`src/rtl/core/pointer_driven_view_rotation_macros.svh`:
```
// Assertion macros for the pointer driven view rotation block.
// Included by the RTL files that carry concurrent assertions; needs clk_i and rst_ni in scope.
`ifndef POINTER_DRIVEN_VIEW_ROTATION_MACROS_SVH
`define POINTER_DRIVEN_VIEW_ROTATION_MACROS_SVH

`ifndef SYNTHESIS

// Property that holds at every clock edge outside reset.
`define PDVR_ASSERT(label, prop, msg) \
  label: assert property (@(posedge clk_i) disable iff (!rst_ni) (prop)) else $error(msg);

// Condition in one cycle implies a consequence in the next.
`define PDVR_ASSERT_NEXT(label, ante, cons, msg) \
  label: assert property (@(posedge clk_i) disable iff (!rst_ni) (ante) |=> (cons)) \
    else $error(msg);

`else

`define PDVR_ASSERT(label, prop, msg)
`define PDVR_ASSERT_NEXT(label, ante, cons, msg)

`endif

`endif

```
`src/rtl/core/pdvr_pkg.sv`:
```
// Package for the pointer driven view rotation block: widths, register indexes and the
// request/result structs of the CORDIC unit. No dependencies.
`default_nettype none

package pdvr_pkg;

  localparam int PointerBits = 12;
  localparam int VecFracBits = 16;
  localparam int CordicSteps = 16;

  localparam int VecBits  = VecFracBits + 2;
  localparam int AngBits  = 17;               // clamped angle, signed Q0.16
  localparam int CordicW  = 34;               // signed Q3.30 with headroom
  localparam int InDataW  = ((PointerBits + 4 * VecBits + 7) / 8) * 8;
  localparam int OutDataW = ((4 * VecBits + 7) / 8) * 8;

  localparam logic [1:0] RegDeadZone    = 2'd0;
  localparam logic [1:0] RegSensitivity = 2'd1;
  localparam logic [1:0] RegMaxAngle    = 2'd2;

  typedef struct packed {
    logic                      start;
    logic signed [AngBits-1:0] angle;
  } cordic_req_t;

  typedef struct packed {
    logic                      done;
    logic signed [CordicW-1:0] cos_val;
    logic signed [CordicW-1:0] sin_val;
  } cordic_res_t;

endpackage

`default_nettype wire

```
`src/rtl/core/pdvr_cordic.sv`:
```
// Iterative CORDIC in rotation mode, one micro-rotation per cycle.
// Depends on pdvr_pkg for widths and the request/result structs.
`default_nettype none

module pdvr_cordic (
  input  wire logic                 clk_i,
  input  wire logic                 rst_ni,
  input  wire pdvr_pkg::cordic_req_t req_i,
  output pdvr_pkg::cordic_res_t     res_o
);
  import pdvr_pkg::*;

  localparam int IterBits = (CordicSteps > 1) ? $clog2(CordicSteps) : 1;
  localparam logic [IterBits-1:0] LastIter = IterBits'(CordicSteps - 1);
  localparam logic signed [CordicW-1:0] GainQ30 = CordicW'(32'sh26DD3B6A);

  function automatic logic signed [CordicW-1:0] atan_q30(input logic [IterBits-1:0] i);
    logic [CordicW-1:0] one;
    one = CordicW'(1);
    case (int'(i))
      0: atan_q30 = CordicW'(32'h3243F6A9);
      1: atan_q30 = CordicW'(32'h1DAC6705);
      2: atan_q30 = CordicW'(32'h0FADBAFD);
      3: atan_q30 = CordicW'(32'h07F56EA7);
      4: atan_q30 = CordicW'(32'h03FEAB77);
      5: atan_q30 = CordicW'(32'h01FFD55C);
      6: atan_q30 = CordicW'(32'h00FFFAAB);
      7: atan_q30 = CordicW'(32'h007FFF55);
      8: atan_q30 = CordicW'(32'h003FFFEB);
      9: atan_q30 = CordicW'(32'h001FFFFD);
      default: atan_q30 = one << (30 - int'(i));
    endcase
  endfunction

  logic signed [CordicW-1:0] x_q, x_d, y_q, y_d, z_q, z_d;
  logic signed [CordicW-1:0] dx, dy, at;
  logic [IterBits-1:0]       iter_q, iter_d;
  logic                      busy_q, busy_d, done_q, done_d;

  assign dx = x_q >>> iter_q;
  assign dy = y_q >>> iter_q;
  assign at = atan_q30(iter_q);

  always_comb begin
    x_d    = x_q;
    y_d    = y_q;
    z_d    = z_q;
    iter_d = iter_q;
    busy_d = busy_q;
    done_d = 1'b0;
    if (req_i.start) begin
      x_d    = GainQ30;
      y_d    = '0;
      // Q0.16 angle into Q3.30
      z_d    = {{(CordicW - AngBits){req_i.angle[AngBits-1]}}, req_i.angle} <<< 14;
      iter_d = '0;
      busy_d = 1'b1;
    end else if (busy_q) begin
      if (!z_q[CordicW-1]) begin
        x_d = x_q - dy;
        y_d = y_q + dx;
        z_d = z_q - at;
      end else begin
        x_d = x_q + dy;
        y_d = y_q - dx;
        z_d = z_q + at;
      end
      if (iter_q == LastIter) begin
        busy_d = 1'b0;
        done_d = 1'b1;
      end else begin
        iter_d = iter_q + 1'b1;
      end
    end
  end

  always_ff @(posedge clk_i or negedge rst_ni) begin
    if (!rst_ni) begin
      busy_q <= 1'b0;
      done_q <= 1'b0;
      iter_q <= '0;
    end else begin
      busy_q <= busy_d;
      done_q <= done_d;
      iter_q <= iter_d;
    end
  end

  always_ff @(posedge clk_i) begin
    x_q <= x_d;
    y_q <= y_d;
    z_q <= z_d;
  end

  assign res_o.done    = done_q;
  assign res_o.cos_val = x_q;
  assign res_o.sin_val = y_q;

endmodule

`default_nettype wire

```
`src/rtl/core/pointer_driven_view_rotation.sv`:
```
// Pointer driven view rotation: a rotating move passes through angle multiply and clamp,
// 16 CORDIC steps, the shared 18x34 multiplier, update and output; a load, a first move
// or a move inside the dead zone goes straight to the output step.
// One item at a time: a new transaction can be taken once the result is posted, and the
// block waits to post it while the output stays full.
// Reset (async, active low): vectors zero, no reference, registers at their defaults.
`default_nettype none

module pointer_driven_view_rotation (
  input  wire logic                          clk_i,
  input  wire logic                          rst_ni,
  // configuration write channel
  input  wire logic                          cfg_valid_i,
  output logic                               cfg_ready_o,
  input  wire logic [1:0]                    cfg_index_i,
  input  wire logic [15:0]                   cfg_data_i,
  // input stream
  input  wire logic                          s_axis_tvalid,
  output logic                               s_axis_tready,
  // tdata: pointer_x, load_dir_x, load_dir_y, load_plane_x, load_plane_y, zero pad
  input  wire logic [pdvr_pkg::InDataW-1:0]  s_axis_tdata,
  // tuser: command
  input  wire logic                          s_axis_tuser,
  // output stream
  output logic                               m_axis_tvalid,
  input  wire logic                          m_axis_tready,
  // tdata: out_dir_x, out_dir_y, out_plane_x, out_plane_y
  output logic [pdvr_pkg::OutDataW-1:0]      m_axis_tdata,
  // tuser: rotated
  output logic                               m_axis_tuser
);
  import pdvr_pkg::*;

  `include "pointer_driven_view_rotation_macros.svh"

  localparam int DeltaW  = PointerBits + 1;
  localparam int AngProdW = DeltaW + AngBits;
  localparam int ProdW   = VecBits + CordicW;
  localparam int AccW    = ProdW + 1;
  localparam logic [3:0] MulLast = 4'd8;
  localparam logic signed [AccW-1:0] RoundHalf = AccW'(1) <<< 29;

  localparam logic [2:0] StIdle = 3'd0;
  localparam logic [2:0] StAng  = 3'd1;
  localparam logic [2:0] StCord = 3'd2;
  localparam logic [2:0] StMul  = 3'd3;
  localparam logic [2:0] StUpd  = 3'd4;
  localparam logic [2:0] StFin  = 3'd5;

  function automatic logic signed [VecBits-1:0] sat_vec(input logic signed [AccW-1:0] v);
    logic signed [AccW-1:0] sh, hi, lo;
    sh = v >>> 30;
    hi = {{(AccW - VecBits + 1){1'b0}}, {(VecBits - 1){1'b1}}};
    lo = ~hi;
    if (sh > hi) sat_vec = hi[VecBits-1:0];
    else if (sh < lo) sat_vec = lo[VecBits-1:0];
    else sat_vec = sh[VecBits-1:0];
  endfunction

  // configuration
  logic [3:0]  dead_zone_q;
  logic [15:0] sens_q, max_angle_q;

  // block state
  logic [2:0]               state_q;
  logic [PointerBits-1:0]   ref_x_q, px_q;
  logic                     ref_valid_q;
  logic signed [VecBits-1:0] dir_x_q, dir_y_q, pln_x_q, pln_y_q;
  logic signed [VecBits-1:0] nv_q [4];
  logic signed [DeltaW-1:0] delta_q;
  logic                     rot_q;
  logic [3:0]               mul_cnt_q;
  logic signed [ProdW-1:0]  prod_q;
  logic signed [AccW-1:0]   acc_q;

  // output register
  logic                     out_valid_q, out_rot_q;
  logic [4*VecBits-1:0]     out_data_q;

  // input fields
  logic [PointerBits-1:0]    in_px;
  logic signed [VecBits-1:0] in_dx, in_dy, in_pxv, in_pyv;
  logic                      in_acc, out_free;
  logic signed [DeltaW-1:0]  delta;
  logic [DeltaW-1:0]         mag;

  assign in_px  = s_axis_tdata[PointerBits-1:0];
  assign in_dx  = s_axis_tdata[PointerBits +: VecBits];
  assign in_dy  = s_axis_tdata[PointerBits + VecBits +: VecBits];
  assign in_pxv = s_axis_tdata[PointerBits + 2 * VecBits +: VecBits];
  assign in_pyv = s_axis_tdata[PointerBits + 3 * VecBits +: VecBits];

  assign s_axis_tready = (state_q == StIdle);
  assign in_acc        = s_axis_tvalid && s_axis_tready;
  assign out_free      = !out_valid_q || m_axis_tready;
  assign cfg_ready_o   = 1'b1;

  assign delta = $signed({1'b0, in_px}) - $signed({1'b0, ref_x_q});
  assign mag   = delta[DeltaW-1] ? DeltaW'(-delta) : DeltaW'(delta);

  // angle = delta * sensitivity, clamped to +/- max_angle
  logic signed [AngProdW-1:0] ang_prod, ang_lim, ang_clamped;
  assign ang_prod = delta_q * $signed({1'b0, sens_q});
  assign ang_lim  = AngProdW'($signed({1'b0, max_angle_q}));
  always_comb begin
    if (ang_prod > ang_lim) ang_clamped = ang_lim;
    else if (ang_prod < -ang_lim) ang_clamped = -ang_lim;
    else ang_clamped = ang_prod;
  end

  cordic_req_t cord_req;
  cordic_res_t cord_res;
  assign cord_req.start = (state_q == StAng);
  assign cord_req.angle = ang_clamped[AngBits-1:0];

  pdvr_cordic u_cordic (
    .clk_i  (clk_i),
    .rst_ni (rst_ni),
    .req_i  (cord_req),
    .res_o  (cord_res)
  );

  // shared multiplier operands: dx*c, dy*-s, dx*s, dy*c, then the same for the plane
  logic signed [VecBits-1:0] mul_a;
  logic signed [CordicW-1:0] mul_b;
  logic [2:0]                mul_k;
  logic signed [AccW-1:0]    mac_sum;
  always_comb begin
    if (mul_cnt_q[2]) mul_a = mul_cnt_q[0] ? pln_y_q : pln_x_q;
    else mul_a = mul_cnt_q[0] ? dir_y_q : dir_x_q;
    case (mul_cnt_q[1:0])
      2'd0:    mul_b = cord_res.cos_val;
      2'd1:    mul_b = -cord_res.sin_val;
      2'd2:    mul_b = cord_res.sin_val;
      default: mul_b = cord_res.cos_val;
    endcase
  end
  assign mul_k   = 3'(mul_cnt_q - 4'd1);
  assign mac_sum = acc_q + AccW'(prod_q);

  always_ff @(posedge clk_i or negedge rst_ni) begin
    if (!rst_ni) begin
      dead_zone_q <= 4'd2;
      sens_q      <= 16'd197;
      max_angle_q <= 16'd6554;
    end else if (cfg_valid_i && cfg_ready_o) begin
      unique case (cfg_index_i)
        RegDeadZone:    dead_zone_q <= cfg_data_i[3:0];
        RegSensitivity: sens_q      <= cfg_data_i;
        RegMaxAngle:    max_angle_q <= cfg_data_i;
        default: ;
      endcase
    end
  end

  always_ff @(posedge clk_i or negedge rst_ni) begin
    if (!rst_ni) begin
      state_q     <= StIdle;
      ref_valid_q <= 1'b0;
      ref_x_q     <= '0;
      dir_x_q     <= '0;
      dir_y_q     <= '0;
      pln_x_q     <= '0;
      pln_y_q     <= '0;
      rot_q       <= 1'b0;
      mul_cnt_q   <= '0;
    end else begin
      unique case (state_q)
        StIdle: begin
          if (in_acc) begin
            rot_q <= 1'b0;
            if (s_axis_tuser) begin
              dir_x_q <= in_dx;
              dir_y_q <= in_dy;
              pln_x_q <= in_pxv;
              pln_y_q <= in_pyv;
              state_q <= StFin;
            end else if (!ref_valid_q) begin
              ref_x_q     <= in_px;
              ref_valid_q <= 1'b1;
              state_q     <= StFin;
            end else if (mag >= DeltaW'(dead_zone_q)) begin
              state_q <= StAng;
            end else begin
              state_q <= StFin;
            end
          end
        end
        StAng: state_q <= StCord;
        StCord: begin
          mul_cnt_q <= '0;
          if (cord_res.done) state_q <= StMul;
        end
        StMul: begin
          mul_cnt_q <= mul_cnt_q + 4'd1;
          if (mul_cnt_q == MulLast) state_q <= StUpd;
        end
        StUpd: begin
          dir_x_q <= nv_q[0];
          dir_y_q <= nv_q[1];
          pln_x_q <= nv_q[2];
          pln_y_q <= nv_q[3];
          ref_x_q <= px_q;
          rot_q   <= 1'b1;
          state_q <= StFin;
        end
        StFin: begin
          if (out_free) state_q <= StIdle;
        end
        default: state_q <= StIdle;
      endcase
    end
  end

  // post the result from StFin, drop it once the transaction is taken
  always_ff @(posedge clk_i or negedge rst_ni) begin
    if (!rst_ni) begin
      out_valid_q <= 1'b0;
    end else if (state_q == StFin && out_free) begin
      out_valid_q <= 1'b1;
    end else if (m_axis_tready) begin
      out_valid_q <= 1'b0;
    end
  end

  // payload registers
  always_ff @(posedge clk_i) begin
    if (in_acc) begin
      delta_q <= delta;
      px_q    <= in_px;
    end
    prod_q <= mul_a * mul_b;
    if (state_q == StMul && mul_cnt_q != '0) begin
      // even term opens a sum with the rounding half, odd term closes it
      if (!mul_k[0]) acc_q <= AccW'(prod_q) + RoundHalf;
      else nv_q[mul_k[2:1]] <= sat_vec(mac_sum);
    end
    if (state_q == StFin && out_free) begin
      out_data_q <= {pln_y_q, pln_x_q, dir_y_q, dir_x_q};
      out_rot_q  <= rot_q;
    end
  end

  assign m_axis_tvalid = out_valid_q;
  assign m_axis_tdata  = OutDataW'(out_data_q);
  assign m_axis_tuser  = out_rot_q;

  `PDVR_ASSERT(a_cordic_done_in_cord, cord_res.done |-> state_q == StCord, "stray CORDIC done")
  `PDVR_ASSERT(a_mul_cnt_bound, state_q == StMul |-> mul_cnt_q <= MulLast, "multiply overrun")
  `PDVR_ASSERT(a_rot_needs_ref, (out_valid_q && out_rot_q) |-> ref_valid_q, "no reference")
  `PDVR_ASSERT_NEXT(a_fin_to_idle, state_q == StFin && out_free, state_q == StIdle && out_valid_q, "not posted")

endmodule

`default_nettype wire
```
`config.mk`:
```
export PLATFORM = sky130hd
export DESIGN_NAME = pointer_driven_view_rotation
export DESIGN_NICKNAME = d
export VERILOG_FILES = /design/src/rtl/core/pdvr_pkg.sv /design/src/rtl/core/pdvr_cordic.sv /design/src/rtl/core/pointer_driven_view_rotation.sv
export VERILOG_INCLUDE_DIRS = /design/src /design/src/rtl/core
export SDC_FILE = /design/constraint.sdc
export NUM_CORES = 2
export LEC_CHECK = 0
export ABC_AREA = 1
export BUFFER_PORTS_ARGS = -buffer_cell sky130_fd_sc_hd__buf_2
export CAP_MARGIN = 20
export CORE_MARGIN = 4
export CORE_UTILIZATION = 35
export DETAILED_ROUTE_END_ITERATION = 7
export GPL_ROUTABILITY_DRIVEN = 0
export HOLD_SLACK_MARGIN = 0.02
export SYNTH_ARGS = -nofsm -noshare
export SYNTH_HDL_FRONTEND = slang
export SYNTH_SLANG_ARGS = --single-unit
```
`constraint.sdc`:
```
create_clock -name clk_i -period 9.4 [get_ports clk_i]
set_clock_uncertainty 0.2 [all_clocks]
set_input_delay 0 -clock clk_i [delete_from_list [all_inputs] [get_ports clk_i]]
set_output_delay 0 -clock clk_i [all_outputs]
set_load 0.05 [all_outputs]
```
== Yosys cells after proc, flatten, opt, wreduce, memory -nomap -nowiden ==
Memories as Yosys holds them, arrays and structs flattened.
Cells that the tools add are included.

* Logic and storage cells: 164
* Bits in writable memories: 72
* Register bits after elaboration: 441
* Output and inout bits: 76
* Memories kept: 1

* Magnitude comparators: 5
* Shifts and indexed selects: 3
* Reduce and logical (&&, ||, !) cells: 23
* $mul: 2
* Muxes and demuxes: 58
* Add/sub/neg operators: 16
* Eq/ne operators: 28
* Bitwise gates (word level): 2

{| class="wikitable"
|+ Memory list
! name !! depth !! bits a word !! rd ports !! clocked after memory_dff !! wr ports !! line !! source
|-
| nv_q || 4 || 18 || 4 || 0 || 1 || pointer_driven_view_rotation.sv:69 || <nowiki>logic signed [VecBits-1:0] nv_q [4];</nowiki>
|}

{| class="wikitable"
|+ Operator list
! cell !! count
|-
| case mux 34 bit (10 select lines) || 1
|-
| two-way mux 18 bit || 15
|-
| two-way mux 34 bit || 5
|-
| case mux 18 bit (2 select lines) || 4
|-
| adder 34 bit || 3
|-
| subtractor 34 bit || 3
|-
| case mux 34 bit (2 select lines) || 1
|-
| >>> shifter 34 x 4 -> 34 bit || 2
|-
| adder 52 x 31 -> 53 bit, second input constant || 1
|-
| adder 53 x 52 -> 53 bit || 1
|-
| multiplier 18 x 34 -> 52 bit || 1
|-
| two-way mux 12 bit || 3
|-
| two-way mux 17 bit || 2
|-
| negator 34 bit || 1
|-
| << shifter 1 x 32 -> 34 bit, first input constant || 1
|-
| > comparator 30 x 17 -> 1 bit || 1
|-
| less-than comparator 30 bit || 1
|-
| multiplier 13 x 17 -> 30 bit || 1
|-
| negator 16 -> 30 bit || 1
|-
| case mux 12 bit (2 select lines) || 1
|-
| > comparator 23 x 18 -> 1 bit, second input constant || 1
|-
| less-than comparator 23 x 18 -> 1 bit, second input constant || 1
|-
| two-way mux 3 bit || 7
|-
| case mux 3 bit (6 select lines) || 1
|-
| other kinds (34) || 78
|}

== Logic depth before layout (Yosys ltp) ==
* Depth after elaboration: 9
* Depth in mapped cells: 45
* Depth with buffers taken out: 45

== Hierarchy ==
A second synthesis with hierarchy kept.

* Cells, all modules: 8,623
* Area total of the unflattened synthesis: 65,371.4 um^2

{| class="wikitable"
|+ By module, submodules not included
! module !! area an instance (um^2) !! cells each !! instances
|-
| pointer_driven_view_rotation || 50,322.0 || 6,071 || 1
|-
| pdvr_cordic || 15,049.4 || 2,552 || 1
|}

== Worst setup path after synthesis ==
No wires, ideal clock.

* Kind: register to register
* From: register mul_cnt_q[0]
* To: register prod_q[48]
* Required time: 9,080 ps
* Cell stages (with the launch flop): 33
* Period minus slack after synthesis: 7,918 ps
* Setup slack: 1,482 ps
* Setup time: 120 ps
* Buffers on the path: 5
* Data arrival time: 7,598 ps
* Cell sequence: dfrtp_1 inv_1 clkbuf_1 clkbuf_1 ha_1 clkbuf_1 clkinv_1 clkbuf_1 o221ai_1 nand2_1 inv_1 clkbuf_1 nand2_1 fa_1 inv_1 fa_1 inv_1 fa_1 fa_1 inv_1 fa_1 inv_1 fa_1 inv_1 ha_1 nand2_1 o21ai_0 a21oi_1 o21ai_0 a21oi_1 o21ai_0 a31oi_1 xnor2_1

* Word-level cells in the longest chain between the ends: 3
* Elaborated cells between the ends (all ways): 7

{| class="wikitable"
|+ Ends and longest elaborated chain
! element !! line !! source
|-
| from (decl) || pointer_driven_view_rotation.sv:72 || <nowiki>logic [3:0] mul_cnt_q;</nowiki>
|-
| from (signal assigned) || pointer_driven_view_rotation.sv:195 || <nowiki>mul_cnt_q <= mul_cnt_q + 4'd1;</nowiki>
|-
| == test 2 bit, or another cell as far along || pointer_driven_view_rotation.sv:131 || <nowiki>case (mul_cnt_q[1:0])</nowiki>
|-
| case mux 34 bit (2 select lines) or two-way mux 18 bit (tied branches) || pointer_driven_view_rotation.sv:131, pointer_driven_view_rotation.sv:129 ||
|-
| multiplier 18 x 34 -> 52 bit (*) || pointer_driven_view_rotation.sv:232 || <nowiki>prod_q <= mul_a * mul_b;</nowiki>
|-
| to (signal assigned) || pointer_driven_view_rotation.sv:232 ||
|-
| to (decl) || pointer_driven_view_rotation.sv:73 || <nowiki>logic signed [ProdW-1:0] prod_q;</nowiki>
|}

Mark *: on every way between the ends. The rest lies on a longest branch, timed or not.
A chain may end at the register's enable or synchronous reset.

== Worst setup path in the final report ==
* From: register u_cordic.y_q[1]
* To: register prod_q[50]

* Word-level cells in the longest chain between the ends: 3

{| class="wikitable"
|+ Ends and longest elaborated chain
! element !! line !! source
|-
| from (decl) || pdvr_cordic.sv:35 || <nowiki>logic signed [CordicW-1:0] x_q, x_d, y_q, y_d, z_q, z_d;</nowiki>
|-
| from (signal assigned) || pdvr_cordic.sv:91 || <nowiki>y_q <= y_d;</nowiki>
|-
| negator 34 bit || pointer_driven_view_rotation.sv:133 || <nowiki>2'd1: mul_b = -cord_res.sin_val;</nowiki>
|-
| case mux 34 bit (2 select lines) (*) || pointer_driven_view_rotation.sv:131 ||
|-
| multiplier 18 x 34 -> 52 bit (*) || pointer_driven_view_rotation.sv:232 ||
|}

Marks and branches as above.

==> impl_metrics.json <==
{
  "finalHoldViolCount": 0,
  "path_delay_family": "adder cells",
  "netlist.top_cell.by_area": "fa_1",
  "grt_start_max_net_pins": 95,
  "drv_slew": 0,
  "crit_end": "prod_q[50]$_DFF_P_",
  "routed_wl_um": 210000,
  "start_kind": "register",
  "synth_cell_type_count": 79,
  "period_share_pct": 92.6,
  "crit_type": "reg -> reg",
  "clk_pin_slew_ps": 60,
  "cp.required_ps": 9780,
  "rows": 157,
  "power_density_nw_per_um2": 147,
  "worst_r2r_endpoint": "prod_q[50]$_DFF_P_",
  "multi_input_area_um2": 44300,
  "cp_slowest_cell": "clkinv_1",
  "h-tree-depth": 2,
  "cts_tree": "done",
  "synthArstFlopShare_pct": 26.5,
  "relSlewSlack_pct": 22.0,
  "die_width_um": 439,
  "r2r_slack_ps": 700,
  "clk_latency_ps": 710,
  "fin_util_pct": 39.7,
  "crit_fanout": 10,
  "die_height_um": 439,
  "ir_drop_mv": 0.406,
  "port_buffers": 182,
  "min_path_type": "in -> reg",
  "synth_compound_area_share_pct": 10.8,
  "crit_path_frequent_cell": "nand2_1",
  "r2r-start": "u_cordic.y_q[1]$_SDFFE_PP0P_",
  "core_area_um2": 184000,
  "netlist.area_leader.share_pct": 22.9,
  "grt.overflow.total": 0,
  "layout.nets": 10100,
  "drc": 0,
  "synth.cell_area_um2": 64900,
  "dp_hpwl_um": 166000,
  "crit_arrival_ps": 9080,
  "vias": 58600,
  "cts_buffers": 58,
  "min_period_ps": 8700,
  "tightestPinTransition_ps": 1160,
  "internal_power_w": 0.00590,
  "register_area_um2": 13400,
  "drt_first_pass_iters": 6,
  "synth_commonest_cells": "1785 x nand2_1, 1596 x inv_1, 803 x nor2_1, 743 x fa_1, 466 x nand3_1",
  "drv_cap": 0,
  "netSwitchingPower_w": 0.00481,
  "reg2regPathDepth": 38,
  "ios": 188,
  "combPwrFrac_pct": 54.0,
  "synthCells": 8478,
  "nFillCells": 18700,
  "synth-main-ff-cell": "edfxtp_1",
  "p_leak_nw": 36.3,
  "yosysMostFrequentCell": "nand2_1",
  "vias_per_cell": 5.20,
  "synth_mux_area_share_pct": 0.154,
  "ys_seq_area_share_pct": 20.7,
  "wl_per_cell_um": 18.6,
  "synth-xor-area-share_pct": 3.78,
  "cts_root_buf": "clkbuf_16",
  "grt_pass1_wl_um": 334000,
  "synth_top_family_by_area": "adder cells",
  "dieArea_um2": 192000,
  "power.switching_fraction_pct": 44.9,
  "worstSetupEndpointType": "register",
  "synth_seq_cells": 513,
  "cpPeakStageDelay_ps": 580,
  "initial_core_util_pct": 35.3,
  "clk_path_buf_depth": 3,
  "clkPwrFrac_pct": 23.2,
  "synthesis.nets": 9786,
  "avgSynthCellArea_um2": 7.65,
  "setup_violations": 0,
  "worst-path-stages": 38,
  "crit_start": "u_cordic.y_q[1]$_SDFFE_PP0P_",
  "synth_edf_count": 243,
  "clock-sinks": 513,
  "fmax_mhz": 115,
  "grt_pass1_vias": 58900,
  "synthSimpleGateAreaFrac_pct": 21.7,
  "antenna_left": 0,
  "post-cts-setup-buffers": 0,
  "fin_setup_tns_ps": 0,
  "synthAdderAreaFrac_pct": 31.7,
  "grt_use_total_pct": 21.7,
  "synth.area.top_cells": "fa_1 23%, edfxtp_1 11%, nand2_1 10%, inv_1 9.2%, ha_1 8.7%",
  "status": "complete, no violations",
  "rsz0062_at_grt": "no",
  "drive_gt1_share_pct": 6.73,
  "cp.buffers_inverters": 5,
  "area_delta_synth_final_pct": 12.4,
  "ys_warn_count": 0,
  "seqPwrFrac_pct": 22.8,
  "drt_iter0_drc": 5593,
  "antenna_found_initial": 9
}
[layout make-up]
class                           instances  area share (%)
Clock inverter                         36           0.630
Inverter                             1625            8.38
Timing Repair Buffer                  503            5.42
Sequential cell                       513            18.4
Tap cell                             2464            4.23
Multi-Input combinational cell       6048            60.7
Clock buffer                           74            2.21
Antenna cell                           14          0.0480
[cells by family after synthesis]
| kind of cell | Yosys count |
|---|---|
| AOI/OAI and AO/OA | 1209 |
| xor gates and xnor gates | 279 |
| adders and majority gates | 1196 |
| buffers and inverters | 1917 |
| DFF | 513 |
| muxes | 10 |
| other | 1 |
| and+or+nand+nor | 3353 |
[layer usage]
metal	up-vias	wire length [um]	share of wire, %	track usage, %
li1	27400	-	-	-
met1	28200	89100	42	29.4
met2	2480	95000	45	34.6
met3	497	16200	7.7	3.43
met4	2	9930	4.7	9.10
met5	-	8	0.0038	0
[flip-flops by register name, summed over array words and instances (netlist names), 3 cells and up]
| signal | cells |
|---|---|
| u_cordic.iter_q | 4 |
| mul_cnt_q | 4 |
| m_axis_tdata | 72 |
| delta_q | 13 |
| state_q | 3 |
| nv_q | 72 |
| u_cordic.x_q | 34 |
| max_angle_q | 16 |
| prod_q | 52 |
| px_q | 12 |
| u_cordic.z_q | 34 |
| acc_q | 53 |
| dead_zone_q | 4 |
| pln_y_q | 18 |
| sens_q | 16 |
| dir_y_q | 18 |
| pln_x_q | 18 |
| ref_x_q | 12 |
| dir_x_q | 18 |
| u_cordic.y_q | 34 |
[worst min-delay path by stage]
| stage | from | to | slack (ps) | depth (start not counted) |
|---|---|---|---|---|
| after floorplan | rst_ni | dead_zone_q[0]$_DFFE_PN0P_ | -500 | 0 |
| after global placement | rst_ni | dir_y_q[8]$_DFFE_PN0P_ | -40 | 1 |
| after detailed placement | rst_ni | dir_y_q[8]$_DFFE_PN0P_ | -50 | 1 |
| after CTS | s_axis_tdata[23] | dir_x_q[11]$_DFFE_PN0P_ | 20 | 4 |
| after global routing | s_axis_tdata[0] | ref_x_q[0]$_DFFE_PN0P_ | 50 | 4 |
| final | s_axis_tdata[0] | ref_x_q[0]$_DFFE_PN0P_ | 50 | 4 |
[stage by stage]
stage | area (um2) | worst slack (ps) | cells | power (W) | hold slack [ps]
final | 72900 | 700 | 11300 | 0.0107 | 49.7
after CTS | 72900 | 556 | 11300 | 0.0108 | 20.8
after global placement | 68500 | 747 | 10900 | 0.00807 | -40.8
after floorplan | 64900 | 1480 | 8478 | 0.00667 | -496
after detailed placement | 68500 | 600 | 10900 | 0.00819 | -47.8
after global routing | 72900 | 25.7 | 11300 | 0.0117 | 46.9
[tightest hold or removal path: stages]
cell	delay, ps
dlygate4sd3_1	610
buf_2	170
nand2_1	60
a31oi_1	70
[power groups by stage]
| stage | logic, W | clock network (W) | registers (W) |
|---|---|---|---|
| 4_1_cts | 0.00582 | 0.00253 | 0.00244 |
| 3_5_place_dp | 0.00570 | 0 | 0.00249 |
| 3_3_place_gp | 0.00558 | 0 | 0.00249 |
| 5_1_grt | 0.00663 | 0.00262 | 0.00245 |
| 2_1_floorplan | 0.00424 | 0 | 0.00243 |
| 6_report | 0.00578 | 0.00249 | 0.00244 |
[layout by cell type (no fill, tap or decap), drive strengths merged, types with 74 or more instances in the layout]
master       count
dlygate4sd3    227
ha             453
xor2           179
nand2         1806
dfxtp          134
a31oi          138
buf            276
edfxtp         243
nand3          475
dfrtp          124
inv           1621
clkbuf          74
fa             743
o21ai          451
nor2           837
a21oi          373
xnor2          100
[repair_timing]
action / in CTS / in global routing
hold buffers: 227 / 1
endpoints found under the hold margin: 256 / 1
gates resized for setup: 0 / 5
endpoints found under the setup margin: 0 / 10
Note: power is estimated with default switching activity, not from simulation.
